## src/design/mfcc_pkg.sv

```systemverilog
`timescale 1ns / 1ps
`default_nettype none
package mfcc_pkg;
  localparam int MaxModules = 8;
  localparam int SlotW = $clog2(MaxModules);
  localparam int CountW = $clog2(MaxModules + 1);

  typedef enum logic [1:0] {
    REQ_FRAME  = 2'd0,
    REQ_ADD    = 2'd1,
    REQ_REMOVE = 2'd2,
    REQ_QUERY  = 2'd3
  } req_t;

  typedef enum logic [1:0] {
    CFG_FRAME_ID   = 2'd0,
    CFG_CRC_LIMIT  = 2'd1,
    CFG_STALE      = 2'd2,
    CFG_CONSISTENT = 2'd3
  } cfg_idx_t;

  typedef enum logic [2:0] {
    CHK_OK           = 3'd0,
    CHK_INCONSISTENT = 3'd1,
    CHK_STALE        = 3'd2,
    CHK_NOT_VALID    = 3'd3,
    CHK_OFFLINE      = 3'd4,
    CHK_NO_MODULE    = 3'd5
  } chk_t;

  typedef enum logic [2:0] {
    ST_IDLE,
    ST_LOOKUP,
    ST_CRC,
    ST_APPLY,
    ST_OUT
  } state_t;

  typedef struct packed {
    logic load;
    logic lookup;
    logic crc_step;
    logic apply;
    logic out_load;
  } ctl_t;

  typedef struct packed {
    logic crc_done;
  } sts_t;

  localparam logic [7:0] CrcInit = 8'hFF;
  localparam logic [7:0] CrcPoly = 8'h07;
  localparam logic [7:0] SatMax = 8'd255;

  // Advance the CRC over one byte
  function automatic logic [7:0] crc8_byte(input logic [7:0] c, input logic [7:0] d);
    logic [7:0] r;
    r = c ^ d;
    for (int b = 0; b < 8; b++) begin
      if (r[7]) r = {r[6:0], 1'b0} ^ CrcPoly;
      else r = {r[6:0], 1'b0};
    end
    return r;
  endfunction
endpackage
`default_nettype wire

```

## src/design/mfcc_if.sv

```systemverilog
`timescale 1ns / 1ps
`default_nettype none
interface mfcc_req_if;
  logic valid;
  logic ready;
  logic [1:0] req_type;
  logic [7:0] target_module;
  logic [10:0] frame_id;
  logic [3:0] frame_len;
  logic [63:0] payload;
  logic [31:0] time_now;
  modport source(output valid, req_type, target_module, frame_id, frame_len, payload,
    time_now, input ready);
  modport sink(input valid, req_type, target_module, frame_id, frame_len, payload,
    time_now, output ready);
endinterface

interface mfcc_rsp_if;
  logic valid;
  logic ready;
  logic ok;
  logic crc_ok;
  logic bytes_changed;
  logic [7:0] steady_count;
  logic cache_valid;
  logic [2:0] check_result;
  logic [3:0] module_count;
  modport source(output valid, ok, crc_ok, bytes_changed, steady_count, cache_valid,
    check_result, module_count, input ready);
  modport sink(input valid, ok, crc_ok, bytes_changed, steady_count, cache_valid,
    check_result, module_count, output ready);
endinterface
`default_nettype wire

```

## src/design/mfcc_ctrl.sv

```systemverilog
`timescale 1ns / 1ps
`default_nettype none
module mfcc_ctrl (
  input  wire logic clk,
  input  wire logic rst,
  input  wire logic in_valid,
  output logic in_ready,
  output logic out_valid,
  input  wire logic out_ready,
  input  wire mfcc_pkg::sts_t sts,
  output mfcc_pkg::ctl_t ctl
);
  import mfcc_pkg::*;
  state_t state, state_next;
  logic out_valid_next;
  logic busy;

  // Next state
  always_comb begin
    state_next = state;
    unique case (state)
      ST_IDLE:   if (in_valid && in_ready) state_next = ST_LOOKUP;
      ST_LOOKUP: state_next = ST_CRC;
      ST_CRC:    if (sts.crc_done) state_next = ST_APPLY;
      ST_APPLY:  state_next = ST_OUT;
      ST_OUT:    if (!out_valid || out_ready) state_next = ST_IDLE;
      default:   state_next = ST_IDLE;
    endcase
  end

  // Outputs
  always_comb begin
    ctl = '0;
    busy = (state != ST_IDLE);
    in_ready = !busy;
    ctl.load = (state == ST_IDLE) && in_valid;
    ctl.lookup = (state == ST_LOOKUP);
    ctl.crc_step = (state == ST_CRC);
    ctl.apply = (state == ST_APPLY);
    ctl.out_load = (state == ST_OUT) && (!out_valid || out_ready);
    out_valid_next = out_valid;
    if (out_valid && out_ready) out_valid_next = 1'b0;
    if (ctl.out_load) out_valid_next = 1'b1;
  end

  always_ff @(posedge clk) begin
    if (rst) begin
      state <= ST_IDLE;
      out_valid <= 1'b0;
    end else begin
      state <= state_next;
      out_valid <= out_valid_next;
    end
  end

  a_out_from_state: assert property (@(posedge clk) disable iff (rst)
    ctl.out_load |=> out_valid) else $error("result not raised");
  a_accept_idle: assert property (@(posedge clk) disable iff (rst)
    (in_valid && in_ready) |=> state == ST_LOOKUP) else $error("accept lost");
  a_apply_once: assert property (@(posedge clk) disable iff (rst)
    ctl.apply |=> !ctl.apply) else $error("apply repeated");
endmodule
`default_nettype wire

```

## src/design/mfcc_dp.sv

```systemverilog
`timescale 1ns / 1ps
`default_nettype none
module mfcc_dp (
  input  wire logic clk,
  input  wire logic rst,
  input  wire mfcc_pkg::ctl_t ctl,
  output mfcc_pkg::sts_t sts,
  input  wire logic cfg_we,
  input  wire logic [1:0] cfg_index,
  input  wire logic [31:0] cfg_data,
  input  wire logic [1:0] req_type,
  input  wire logic [7:0] target_module,
  input  wire logic [10:0] frame_id,
  input  wire logic [3:0] frame_len,
  input  wire logic [63:0] payload,
  input  wire logic [31:0] time_now,
  output logic ok,
  output logic crc_ok,
  output logic bytes_changed,
  output logic [7:0] steady_count,
  output logic cache_valid,
  output logic [2:0] check_result,
  output logic [3:0] module_count
);
  import mfcc_pkg::*;

  logic [10:0] data_frame_id;
  logic [7:0] crc_error_limit;
  logic [31:0] stale_limit_ms;
  logic [7:0] consistent_needed;

  logic [MaxModules-1:0] slot_used, slot_valid, slot_online;
  logic [7:0] slot_module_id [MaxModules];
  logic [47:0] slot_bytes [MaxModules];
  logic [7:0] slot_consistent [MaxModules];
  logic [7:0] slot_crc_errors [MaxModules];
  logic [31:0] slot_update_time [MaxModules];
  logic [31:0] slot_rx_total [MaxModules];
  logic [31:0] slot_crc_total [MaxModules];
  logic [CountW-1:0] used_count;

  // Request copy
  logic [1:0] r_req;
  logic [7:0] r_target;
  logic r_fid_match;
  logic [3:0] r_len;
  logic [63:0] r_payload;
  logic [31:0] r_now;

  // Lookup results
  logic hit;
  logic [SlotW-1:0] hit_slot;
  logic has_free;
  logic [SlotW-1:0] free_slot;
  logic [3:0] crc_idx;
  logic [7:0] crc;

  logic [7:0] key;
  logic l_hit, l_free;
  logic [SlotW-1:0] l_hit_slot, l_free_slot;

  // Result computed by the update step, held until the output register is free
  logic res_ok, res_crc_ok, res_changed, res_cache_valid;
  logic [7:0] res_steady;
  logic [2:0] res_check;

  // Search the table
  always_comb begin
    key = (r_req == REQ_FRAME) ? r_payload[7:0] : r_target;
    l_hit = 1'b0;
    l_hit_slot = '0;
    l_free = 1'b0;
    l_free_slot = '0;
    for (int k = MaxModules - 1; k >= 0; k--) begin
      if (slot_used[k] && slot_module_id[k] == key) begin
        l_hit = 1'b1;
        l_hit_slot = SlotW'(k);
      end
      if (!slot_used[k]) begin
        l_free = 1'b1;
        l_free_slot = SlotW'(k);
      end
    end
  end

  // Done once every byte ahead of the CRC byte is folded in
  assign sts.crc_done = (crc_idx + 4'd1 >= r_len);

  logic [7:0] crc_byte;
  always_comb begin
    crc_byte = r_payload[{crc_idx[2:0], 3'b000} +: 8];
  end

  // Capture request and run CRC a byte a cycle
  always_ff @(posedge clk) begin
    if (ctl.load) begin
      r_req <= req_type;
      r_target <= target_module;
      r_fid_match <= (frame_id == data_frame_id);
      r_len <= (frame_len > 4'd8) ? 4'd8 : frame_len;
      r_payload <= payload;
      r_now <= time_now;
      crc <= CrcInit;
      crc_idx <= '0;
    end
    if (ctl.lookup) begin
      hit <= l_hit;
      hit_slot <= l_hit_slot;
      has_free <= l_free;
      free_slot <= l_free_slot;
    end
    if (ctl.crc_step && !sts.crc_done) begin
      crc <= crc8_byte(crc, crc_byte);
      crc_idx <= crc_idx + 4'd1;
    end
  end

  // Apply stage
  logic [47:0] mask, fresh, old_bytes;
  logic [7:0] got;
  logic [2:0] dlen;
  logic frame_go, crc_good, changed;
  logic [7:0] cons_old, err_old, err_new, cons_new;
  logic [31:0] age;
  always_comb begin
    dlen = (r_len >= 4'd2) ? 3'(r_len - 4'd2) : 3'd0;
    mask = '0;
    for (int i = 0; i < 6; i++) if (3'(i) < dlen) mask[8*i +: 8] = 8'hFF;
    fresh = r_payload[55:8] & mask;
    got = r_payload[{3'(r_len - 4'd1), 3'b000} +: 8];
    frame_go = (r_req == REQ_FRAME) && r_fid_match && hit && (r_len >= 4'd2);
    crc_good = (got == crc);
    old_bytes = slot_bytes[hit_slot];
    changed = slot_valid[hit_slot] && (dlen != 3'd0) && (((old_bytes ^ fresh) & mask) != '0);
    cons_old = slot_consistent[hit_slot];
    cons_new = changed ? 8'd1 : ((cons_old < SatMax) ? cons_old + 8'd1 : cons_old);
    err_old = slot_crc_errors[hit_slot];
    err_new = (err_old < SatMax) ? err_old + 8'd1 : err_old;
    age = r_now - slot_update_time[hit_slot];
  end

  // Config registers and table updates
  always_ff @(posedge clk) begin
    if (rst) begin
      data_frame_id <= '0;
      crc_error_limit <= 8'd3;
      stale_limit_ms <= 32'd1000;
      consistent_needed <= 8'd3;
      slot_used <= '0;
      slot_valid <= '0;
      slot_online <= '0;
      used_count <= '0;
      ok <= 1'b0;
      crc_ok <= 1'b0;
      bytes_changed <= 1'b0;
      steady_count <= '0;
      cache_valid <= 1'b0;
      check_result <= CHK_OK;
      module_count <= '0;
      for (int k = 0; k < MaxModules; k++) begin
        slot_bytes[k] <= '0;
        slot_consistent[k] <= '0;
        slot_crc_errors[k] <= '0;
        slot_update_time[k] <= '0;
        slot_rx_total[k] <= '0;
        slot_crc_total[k] <= '0;
      end
    end else begin
      if (cfg_we) begin
        unique case (cfg_idx_t'(cfg_index))
          CFG_FRAME_ID:   data_frame_id <= cfg_data[10:0];
          CFG_CRC_LIMIT:  crc_error_limit <= cfg_data[7:0];
          CFG_STALE:      stale_limit_ms <= cfg_data;
          CFG_CONSISTENT: consistent_needed <= cfg_data[7:0];
          default: ;
        endcase
      end
      if (ctl.apply) begin
        res_ok <= 1'b0;
        res_crc_ok <= 1'b0;
        res_changed <= 1'b0;
        res_check <= CHK_OK;
        res_steady <= '0;
        res_cache_valid <= 1'b0;
        unique case (req_t'(r_req))
          REQ_FRAME: begin
            if (frame_go) begin
              res_ok <= 1'b1;
              slot_rx_total[hit_slot] <= slot_rx_total[hit_slot] + 32'd1;
              if (crc_good) begin
                res_crc_ok <= 1'b1;
                res_changed <= changed;
                slot_bytes[hit_slot] <= (old_bytes & ~mask) | fresh;
                slot_update_time[hit_slot] <= r_now;
                slot_valid[hit_slot] <= 1'b1;
                slot_crc_errors[hit_slot] <= '0;
                slot_consistent[hit_slot] <= cons_new;
                slot_online[hit_slot] <= 1'b1;
                res_steady <= cons_new;
                res_cache_valid <= 1'b1;
              end else begin
                slot_crc_total[hit_slot] <= slot_crc_total[hit_slot] + 32'd1;
                slot_crc_errors[hit_slot] <= err_new;
                res_steady <= cons_old;
                if (err_new >= crc_error_limit) begin
                  slot_valid[hit_slot] <= 1'b0;
                  res_cache_valid <= 1'b0;
                end else res_cache_valid <= slot_valid[hit_slot];
              end
            end else if (hit && r_fid_match) begin
              res_steady <= cons_old;
              res_cache_valid <= slot_valid[hit_slot];
            end
          end
          REQ_ADD: begin
            if (hit) begin
              res_steady <= cons_old;
              res_cache_valid <= slot_valid[hit_slot];
            end else if (has_free) begin
              slot_used[free_slot] <= 1'b1;
              slot_module_id[free_slot] <= r_target;
              slot_valid[free_slot] <= 1'b0;
              slot_online[free_slot] <= 1'b0;
              slot_bytes[free_slot] <= '0;
              slot_consistent[free_slot] <= '0;
              slot_crc_errors[free_slot] <= '0;
              slot_update_time[free_slot] <= '0;
              slot_rx_total[free_slot] <= '0;
              slot_crc_total[free_slot] <= '0;
              used_count <= used_count + CountW'(1);
              res_ok <= 1'b1;
            end
          end
          REQ_REMOVE: begin
            if (hit) begin
              slot_used[hit_slot] <= 1'b0;
              slot_valid[hit_slot] <= 1'b0;
              slot_online[hit_slot] <= 1'b0;
              slot_bytes[hit_slot] <= '0;
              slot_consistent[hit_slot] <= '0;
              slot_crc_errors[hit_slot] <= '0;
              slot_update_time[hit_slot] <= '0;
              slot_rx_total[hit_slot] <= '0;
              slot_crc_total[hit_slot] <= '0;
              if (used_count != '0) used_count <= used_count - CountW'(1);
              res_ok <= 1'b1;
            end
          end
          REQ_QUERY: begin
            if (!hit) res_check <= CHK_NO_MODULE;
            else begin
              res_steady <= cons_old;
              res_cache_valid <= slot_valid[hit_slot];
              if (!slot_online[hit_slot]) res_check <= CHK_OFFLINE;
              else if (!slot_valid[hit_slot]) res_check <= CHK_NOT_VALID;
              else if (age > stale_limit_ms) res_check <= CHK_STALE;
              else if (cons_old < consistent_needed) res_check <= CHK_INCONSISTENT;
              else res_check <= CHK_OK;
            end
          end
          default: ;
        endcase
      end
      // Load the result beat once the previous one has left
      if (ctl.out_load) begin
        ok <= res_ok;
        crc_ok <= res_crc_ok;
        bytes_changed <= res_changed;
        steady_count <= res_steady;
        cache_valid <= res_cache_valid;
        check_result <= res_check;
        module_count <= 4'(used_count);
      end
    end
  end

  a_count_matches: assert property (@(posedge clk) disable iff (rst)
    32'(used_count) == $countones(slot_used)) else $error("count drift");
  a_valid_used: assert property (@(posedge clk) disable iff (rst)
    (slot_valid & ~slot_used) == '0) else $error("valid on free slot");
  a_crcok_ok: assert property (@(posedge clk) disable iff (rst)
    crc_ok |-> ok) else $error("crc_ok without ok");
endmodule
`default_nettype wire

```

## src/design/module_frame_check_cache.sv

```systemverilog
`timescale 1ns / 1ps
`default_nettype none
// Module frame check cache: a table of up to eight registered modules, each
// caching six data bytes from CRC-8 protected data frames, with add, remove
// and consistency query requests. One request is handled at a time: after
// accept it passes through table lookup, the byte-serial CRC unit (one
// step per byte ahead of the CRC byte, length field clamped to 8, at most
// seven bytes, run on every request type), the table update and the result
// register load. A new request is taken the cycle after its predecessor's
// result is loaded; it waits before its own result load while that result
// is still unaccepted. The user must write configuration only while idle;
// the block itself does not enforce it.
module module_frame_check_cache (
  input  wire logic clk,
  input  wire logic rst,
  input  wire logic cfg_we,
  input  wire logic [1:0] cfg_index,
  input  wire logic [31:0] cfg_data,
  mfcc_req_if.sink req,
  mfcc_rsp_if.source rsp
);
  import mfcc_pkg::*;
  ctl_t ctl;
  sts_t sts;

  mfcc_ctrl u_ctrl (
    .clk, .rst,
    .in_valid(req.valid), .in_ready(req.ready),
    .out_valid(rsp.valid), .out_ready(rsp.ready),
    .sts, .ctl
  );

  mfcc_dp u_dp (
    .clk, .rst, .ctl, .sts,
    .cfg_we, .cfg_index, .cfg_data,
    .req_type(req.req_type), .target_module(req.target_module),
    .frame_id(req.frame_id), .frame_len(req.frame_len),
    .payload(req.payload), .time_now(req.time_now),
    .ok(rsp.ok), .crc_ok(rsp.crc_ok), .bytes_changed(rsp.bytes_changed),
    .steady_count(rsp.steady_count), .cache_valid(rsp.cache_valid),
    .check_result(rsp.check_result), .module_count(rsp.module_count)
  );
endmodule
`default_nettype wire

```

## src/flat_wrapper.sv

```systemverilog
// flat-port wrapper written by rule: the top's interface ports become plain ports
module module_frame_check_cache_flat import mfcc_pkg::*;
  (clk, rst, cfg_we, cfg_index, cfg_data, req_valid, req_req_type, req_target_module, req_frame_id, req_frame_len, req_payload, req_time_now, req_ready, rsp_valid, rsp_ok, rsp_crc_ok, rsp_bytes_changed, rsp_steady_count, rsp_cache_valid, rsp_check_result, rsp_module_count, rsp_ready);
  mfcc_req_if req_i ();
  mfcc_rsp_if rsp_i ();
  input  wire logic clk;
  input  wire logic rst;
  input  wire logic cfg_we;
  input  wire logic [1:0] cfg_index;
  input  wire logic [31:0] cfg_data;
  input wire logic [$bits(req_i.valid)-1:0] req_valid;
  input wire logic [$bits(req_i.req_type)-1:0] req_req_type;
  input wire logic [$bits(req_i.target_module)-1:0] req_target_module;
  input wire logic [$bits(req_i.frame_id)-1:0] req_frame_id;
  input wire logic [$bits(req_i.frame_len)-1:0] req_frame_len;
  input wire logic [$bits(req_i.payload)-1:0] req_payload;
  input wire logic [$bits(req_i.time_now)-1:0] req_time_now;
  output wire logic [$bits(req_i.ready)-1:0] req_ready;
  output wire logic [$bits(rsp_i.valid)-1:0] rsp_valid;
  output wire logic [$bits(rsp_i.ok)-1:0] rsp_ok;
  output wire logic [$bits(rsp_i.crc_ok)-1:0] rsp_crc_ok;
  output wire logic [$bits(rsp_i.bytes_changed)-1:0] rsp_bytes_changed;
  output wire logic [$bits(rsp_i.steady_count)-1:0] rsp_steady_count;
  output wire logic [$bits(rsp_i.cache_valid)-1:0] rsp_cache_valid;
  output wire logic [$bits(rsp_i.check_result)-1:0] rsp_check_result;
  output wire logic [$bits(rsp_i.module_count)-1:0] rsp_module_count;
  input wire logic [$bits(rsp_i.ready)-1:0] rsp_ready;
  assign req_i.valid = req_valid;
  assign req_i.req_type = req_req_type;
  assign req_i.target_module = req_target_module;
  assign req_i.frame_id = req_frame_id;
  assign req_i.frame_len = req_frame_len;
  assign req_i.payload = req_payload;
  assign req_i.time_now = req_time_now;
  assign req_ready = req_i.ready;
  assign rsp_valid = rsp_i.valid;
  assign rsp_ok = rsp_i.ok;
  assign rsp_crc_ok = rsp_i.crc_ok;
  assign rsp_bytes_changed = rsp_i.bytes_changed;
  assign rsp_steady_count = rsp_i.steady_count;
  assign rsp_cache_valid = rsp_i.cache_valid;
  assign rsp_check_result = rsp_i.check_result;
  assign rsp_module_count = rsp_i.module_count;
  assign rsp_i.ready = rsp_ready;
  module_frame_check_cache u_core (.clk(clk), .rst(rst), .cfg_we(cfg_we), .cfg_index(cfg_index), .cfg_data(cfg_data), .req(req_i), .rsp(rsp_i));
endmodule
```

## config.mk

```make
export PLATFORM = sky130hd
export DESIGN_NAME = module_frame_check_cache_flat
export DESIGN_NICKNAME = d
export VERILOG_FILES = /design/src/design/mfcc_pkg.sv /design/src/design/mfcc_if.sv /design/src/design/mfcc_ctrl.sv /design/src/design/mfcc_dp.sv /design/src/design/module_frame_check_cache.sv /design/src/flat_wrapper.sv
export SDC_FILE = /design/constraint.sdc
export NUM_CORES = 2
export LEC_CHECK = 0
export ABC_CLOCK_PERIOD_IN_PS = 9800
export BUFFER_PORTS_ARGS = -buffer_cell sky130_fd_sc_hd__buf_2
export CAP_MARGIN = 20
export CORE_AREA = 5 5 392 298
export CTS_CLUSTER_SIZE = 28
export DETAILED_ROUTE_END_ITERATION = 10
export DIE_AREA = 0 0 397 303
export PLACE_DENSITY = 0.68
export SETUP_SLACK_MARGIN = 0.15
export SYNTH_ARGS = -nofsm -noshare
export SYNTH_HDL_FRONTEND = slang
export SYNTH_SLANG_ARGS = --single-unit
export TNS_END_PERCENT = 30
```

## constraint.sdc

```tcl
create_clock -name clk -period 9.8 [get_ports clk]
set_input_delay 0.98 -clock clk [delete_from_list [all_inputs] [get_ports clk]]
set_output_delay 0.98 -clock clk [all_outputs]
set_load 0.02 [all_outputs]
```

==> metrics.md <==
| Metric | Value |
|---|---|
| TritonCTS clock tree | `done` |
| Ranking of synthesized cells by area | `edfxtp_1, nor2_1, dfxtp_1` |
| Worst slew pin tran | `1.13 ns` |
| Min-Delay Path Class | `input port to register` |
| FF+latch count, synth | `1,088` |
| Slew Viols, Final | `0` |
| Most used DFF post-synth | `edfxtp_1` |
| Worst setup path category | `register to register` |
| Number of global-route vias before repair | `33,353` |
| Final period util | `80.9%` |
| Crit start category | `register` |
| Post-synthesis adder-cell area fraction | `2.45%` |
| Largest family of logic cells by synthesized area | `simple AND/OR/NAND/NOR gates` |
| Sequential area share after synthesis | `63.0%` |
| Crit. End Element | `register` |
| Syn_area_per_cell | `12.2 µm²` |
| GR Overflow Total | `0` |
| Clock skew | `0.0360 ns` |
| Fmax | `126 MHz` |
| Signal arrival time at the worst endpoint | `8.44 ns` |
| GP Congestion | `0.912` |
| Clk_lat worst skew | `0.72 ns` |
| Drt first pass iters | `7` |
| Vias | `35,077` |
| Crit path largest cell delay | `0.71 ns` |
| I/O pins | `181` |
| Max_cap viols | `0` |
| H-Tree Depth | `3` |
| VDD IR max | `0.137 mV` |
| Area leader, netlist | `edfxtp_1` |
| Die W | `397 µm` |
| Post-route antenna net violation count | `0` |
| Post-synth EDFFs | `978` |
| Post-DP HPWL | `92.8 mm` |
| DRC errors left | `0` |
| Setup-failing EPs final | `0` |
| Post-Syn Area | `50,100 µm²` |
| Clock-pin slew on the worst setup and hold paths | `0.07 ns` |
| Power Density | `206 nW/µm²` |
| Post-Synth XOR/XNOR Area | `3.41%` |
| Hold Violations, Final | `0` |
| Final wirelength | `150 mm` |
| FP Rows | `107` |
| Clock tree sinks | `1,088` |
| Post-synthesis compound-gate area fraction | `8.67%` |
| Async S/R FF share, synth | `0%` |
| Top cell type's share of synthesized area | `58.6%` |
| Status | `completed` |
| Post-CTS Resized | `0` |
| CTS Root Buffer Type | `clkbuf_16` |
| Filler cell count | `9,660` |
| Count leader, synth | `edfxtp_1` |
| Fin crit period | `7.93 ns` |
| Die ar. | `120,000 µm²` |
| Cts hold-fix bufs | `0` |
| Nets | `4,494` |
| Maximum root-to-sink buffer count | `3` |
| Multiplexer share of the synthesized area | `7.41%` |
| Inserted Clock Buffers | `107` |
| Largest net degree at the start of global routing | `102` |
| Starting Density | `44.5%` |
| Post-Synth Simple-Gate Area | `12.5%` |
| WP data required | `10.32 ns` |
| Layout area overhead | `11.9%` |
| Static leakage | `20.1 nW` |
| Ratio of cells with drive above 1 in the final layout | `13.8%` |
| Rel. slew slack | `22.5%` |
| Die H | `303 µm` |
| Commonest cells post-synth | `edfxtp_1, nor2_1, nand2_1` |
| First-iteration detailed-routing DRC count | `4,598` |
| Setup bufs post-CTS | `0` |
| Wire length per cell | `25.6 µm` |
| Synth warn | `0` |
| Count of input and output buffers | `180` |
| Total GRT Usage | `24.3%` |
| Fin util | `49.8%` |
| Vias per cell | `5.99` |
| Core area | `113,000 µm²` |
| Crit-path max FO | `50` |
| Antenna violations before repair | `6` |
| Syn Inst Count | `4,094` |
| CP max-delay cell | `nor2_2` |
| First-pass GRT wire length | `220 mm` |
| Unrepaired setup endpoints after global routing | `false` |
| Synth cell types | `80` |
| Setup total negative slack | `0 ns` |
| Syn nets | `4,351` |
## critical path: cells and delay by family (launching register included)
kind	cells	cell delay, ns
DFF	1	0.42
and+or+nand+nor	3	1.35
buffers and inverters	2	0.42
xor gates and xnor gates	1	0.09
AOI/OAI and AO/OA	20	4.56
adders and majority gates	3	0.84
## cells by family after synthesis
| logic type | Yosys count |
|---|---|
| adders and majority gates | 97 |
| buffers and inverters | 311 |
| DFF | 1088 |
| muxes | 267 |
| AOI/OAI and AO/OA | 637 |
| xor gates and xnor gates | 195 |
| and+or+nand+nor | 1499 |
## metal layers
layer	GRT usage (%)	vias to the layer above	wire length [µm]
met2	36.6	2140	65800
li1	-	15289	-
met3	5.45	319	17200
met1	35.5	17321	61900
met5	0	-	49
met4	7.45	8	4780
## state kept, by name, indices dropped and copies added (netlist names), 4 cells and up, named ones only
register / flops
u_core.u_dp.r_payload: 64
u_core.u_dp.stale_limit_ms: 32
u_core.u_dp.slot_used: 8
u_core.u_dp.crc: 8
u_core.u_dp.r_len: 4
u_core.u_dp.slot_crc_errors: 64
u_core.u_dp.crc_error_limit: 8
u_core.u_dp.slot_consistent: 64
u_core.u_dp.slot_update_time: 256
u_core.u_dp.module_count: 4
u_core.u_dp.crc_idx: 4
u_core.u_dp.r_target: 8
u_core.u_dp.steady_count: 8
u_core.u_dp.res_steady: 8
u_core.u_dp.slot_bytes: 384
u_core.u_dp.r_now: 32
u_core.u_dp.slot_module_id: 64
u_core.u_dp.consistent_needed: 8
u_core.u_dp.data_frame_id: 11
u_core.u_dp.slot_online: 8
u_core.u_dp.used_count: 4
## final cells by class
cell class,instances,area (µm²),area share [%]
flip-flops and latches,1088,31600,56.3
inverters,84,315,0.562
diodes,1,2.50,0.00446
repair buffers,261,1520,2.72
clock buffers,135,2820,5.03
multi-input cells,2695,17400,31.0
clock inverters,67,552,0.984
well taps,1526,1910,3.40
## path summary, 6_finish.rpt
path	slack, ns	cells after the start	from	to
max	1.87	29	u_core.u_dp.hit_slot[0]	u_core.u_dp.res_check[0]
min	0.44	1	req_payload[24]	u_core.u_dp.r_payload[24]
max reg2reg	1.87	29	u_core.u_dp.hit_slot[0]	u_core.u_dp.res_check[0]
min reg2reg	0.45	2	u_core.u_dp.module_count[0]	u_core.u_dp.module_count[0]
## where the power goes
| part | switching (mW) | internal (mW) |
|---|---|---|
| clock network | 1.81 | 2.23 |
| registers | 0.169 | 5.26 |
| logic | 1.32 | 0.760 |
## per-stage QoR
stage | cells | power (mW) | hold WS [ns] | worst slack, ns | instance area (µm²)
after floorplan | 4094 | 6.87 | 0.435 | 3.30 | 50100
after global placement | 5652 | 7.53 | 0.440 | 2.42 | 52700
after detailed placement | 5652 | 7.56 | 0.446 | 2.14 | 52700
after CTS | 5854 | 11.6 | 0.399 | 2.05 | 56100
after global routing | 5856 | 12.0 | 0.412 | 1.47 | 56100
final | 5857 | 11.5 | 0.436 | 1.87 | 56100
## cell usage in the layout, fill, tap and decap left out, types with 11 or more instances in the layout
master	n
o211ai_1	32
a211oi_1	14
mux2_2	61
mux4_2	72
a21oi_1	147
o21bai_1	12
nand2b_1	24
nand2_4	12
nand2_1	358
nor2_2	11
clkinv_2	16
dfxtp_1	110
nor2_1	866
clkbuf_16	108
nand4_1	32
a22oi_1	77
o21ai_0	84
inv_1	80
edfxtp_1	978
a221oi_1	56
clkbuf_1	25
buf_2	179
xor2_1	59
and3_1	26
xnor2_1	136
o21ai_1	16
ha_1	95
clkinv_1	30
o22ai_1	45
nor3_1	29
nand3_1	29
a21o_1	37
nor2b_1	31
and2_1	14
buf_4	81
mux2i_1	130
a22o_1	12
o221ai_1	25
nor4_1	15
Power figures use the tool's default switching activity.
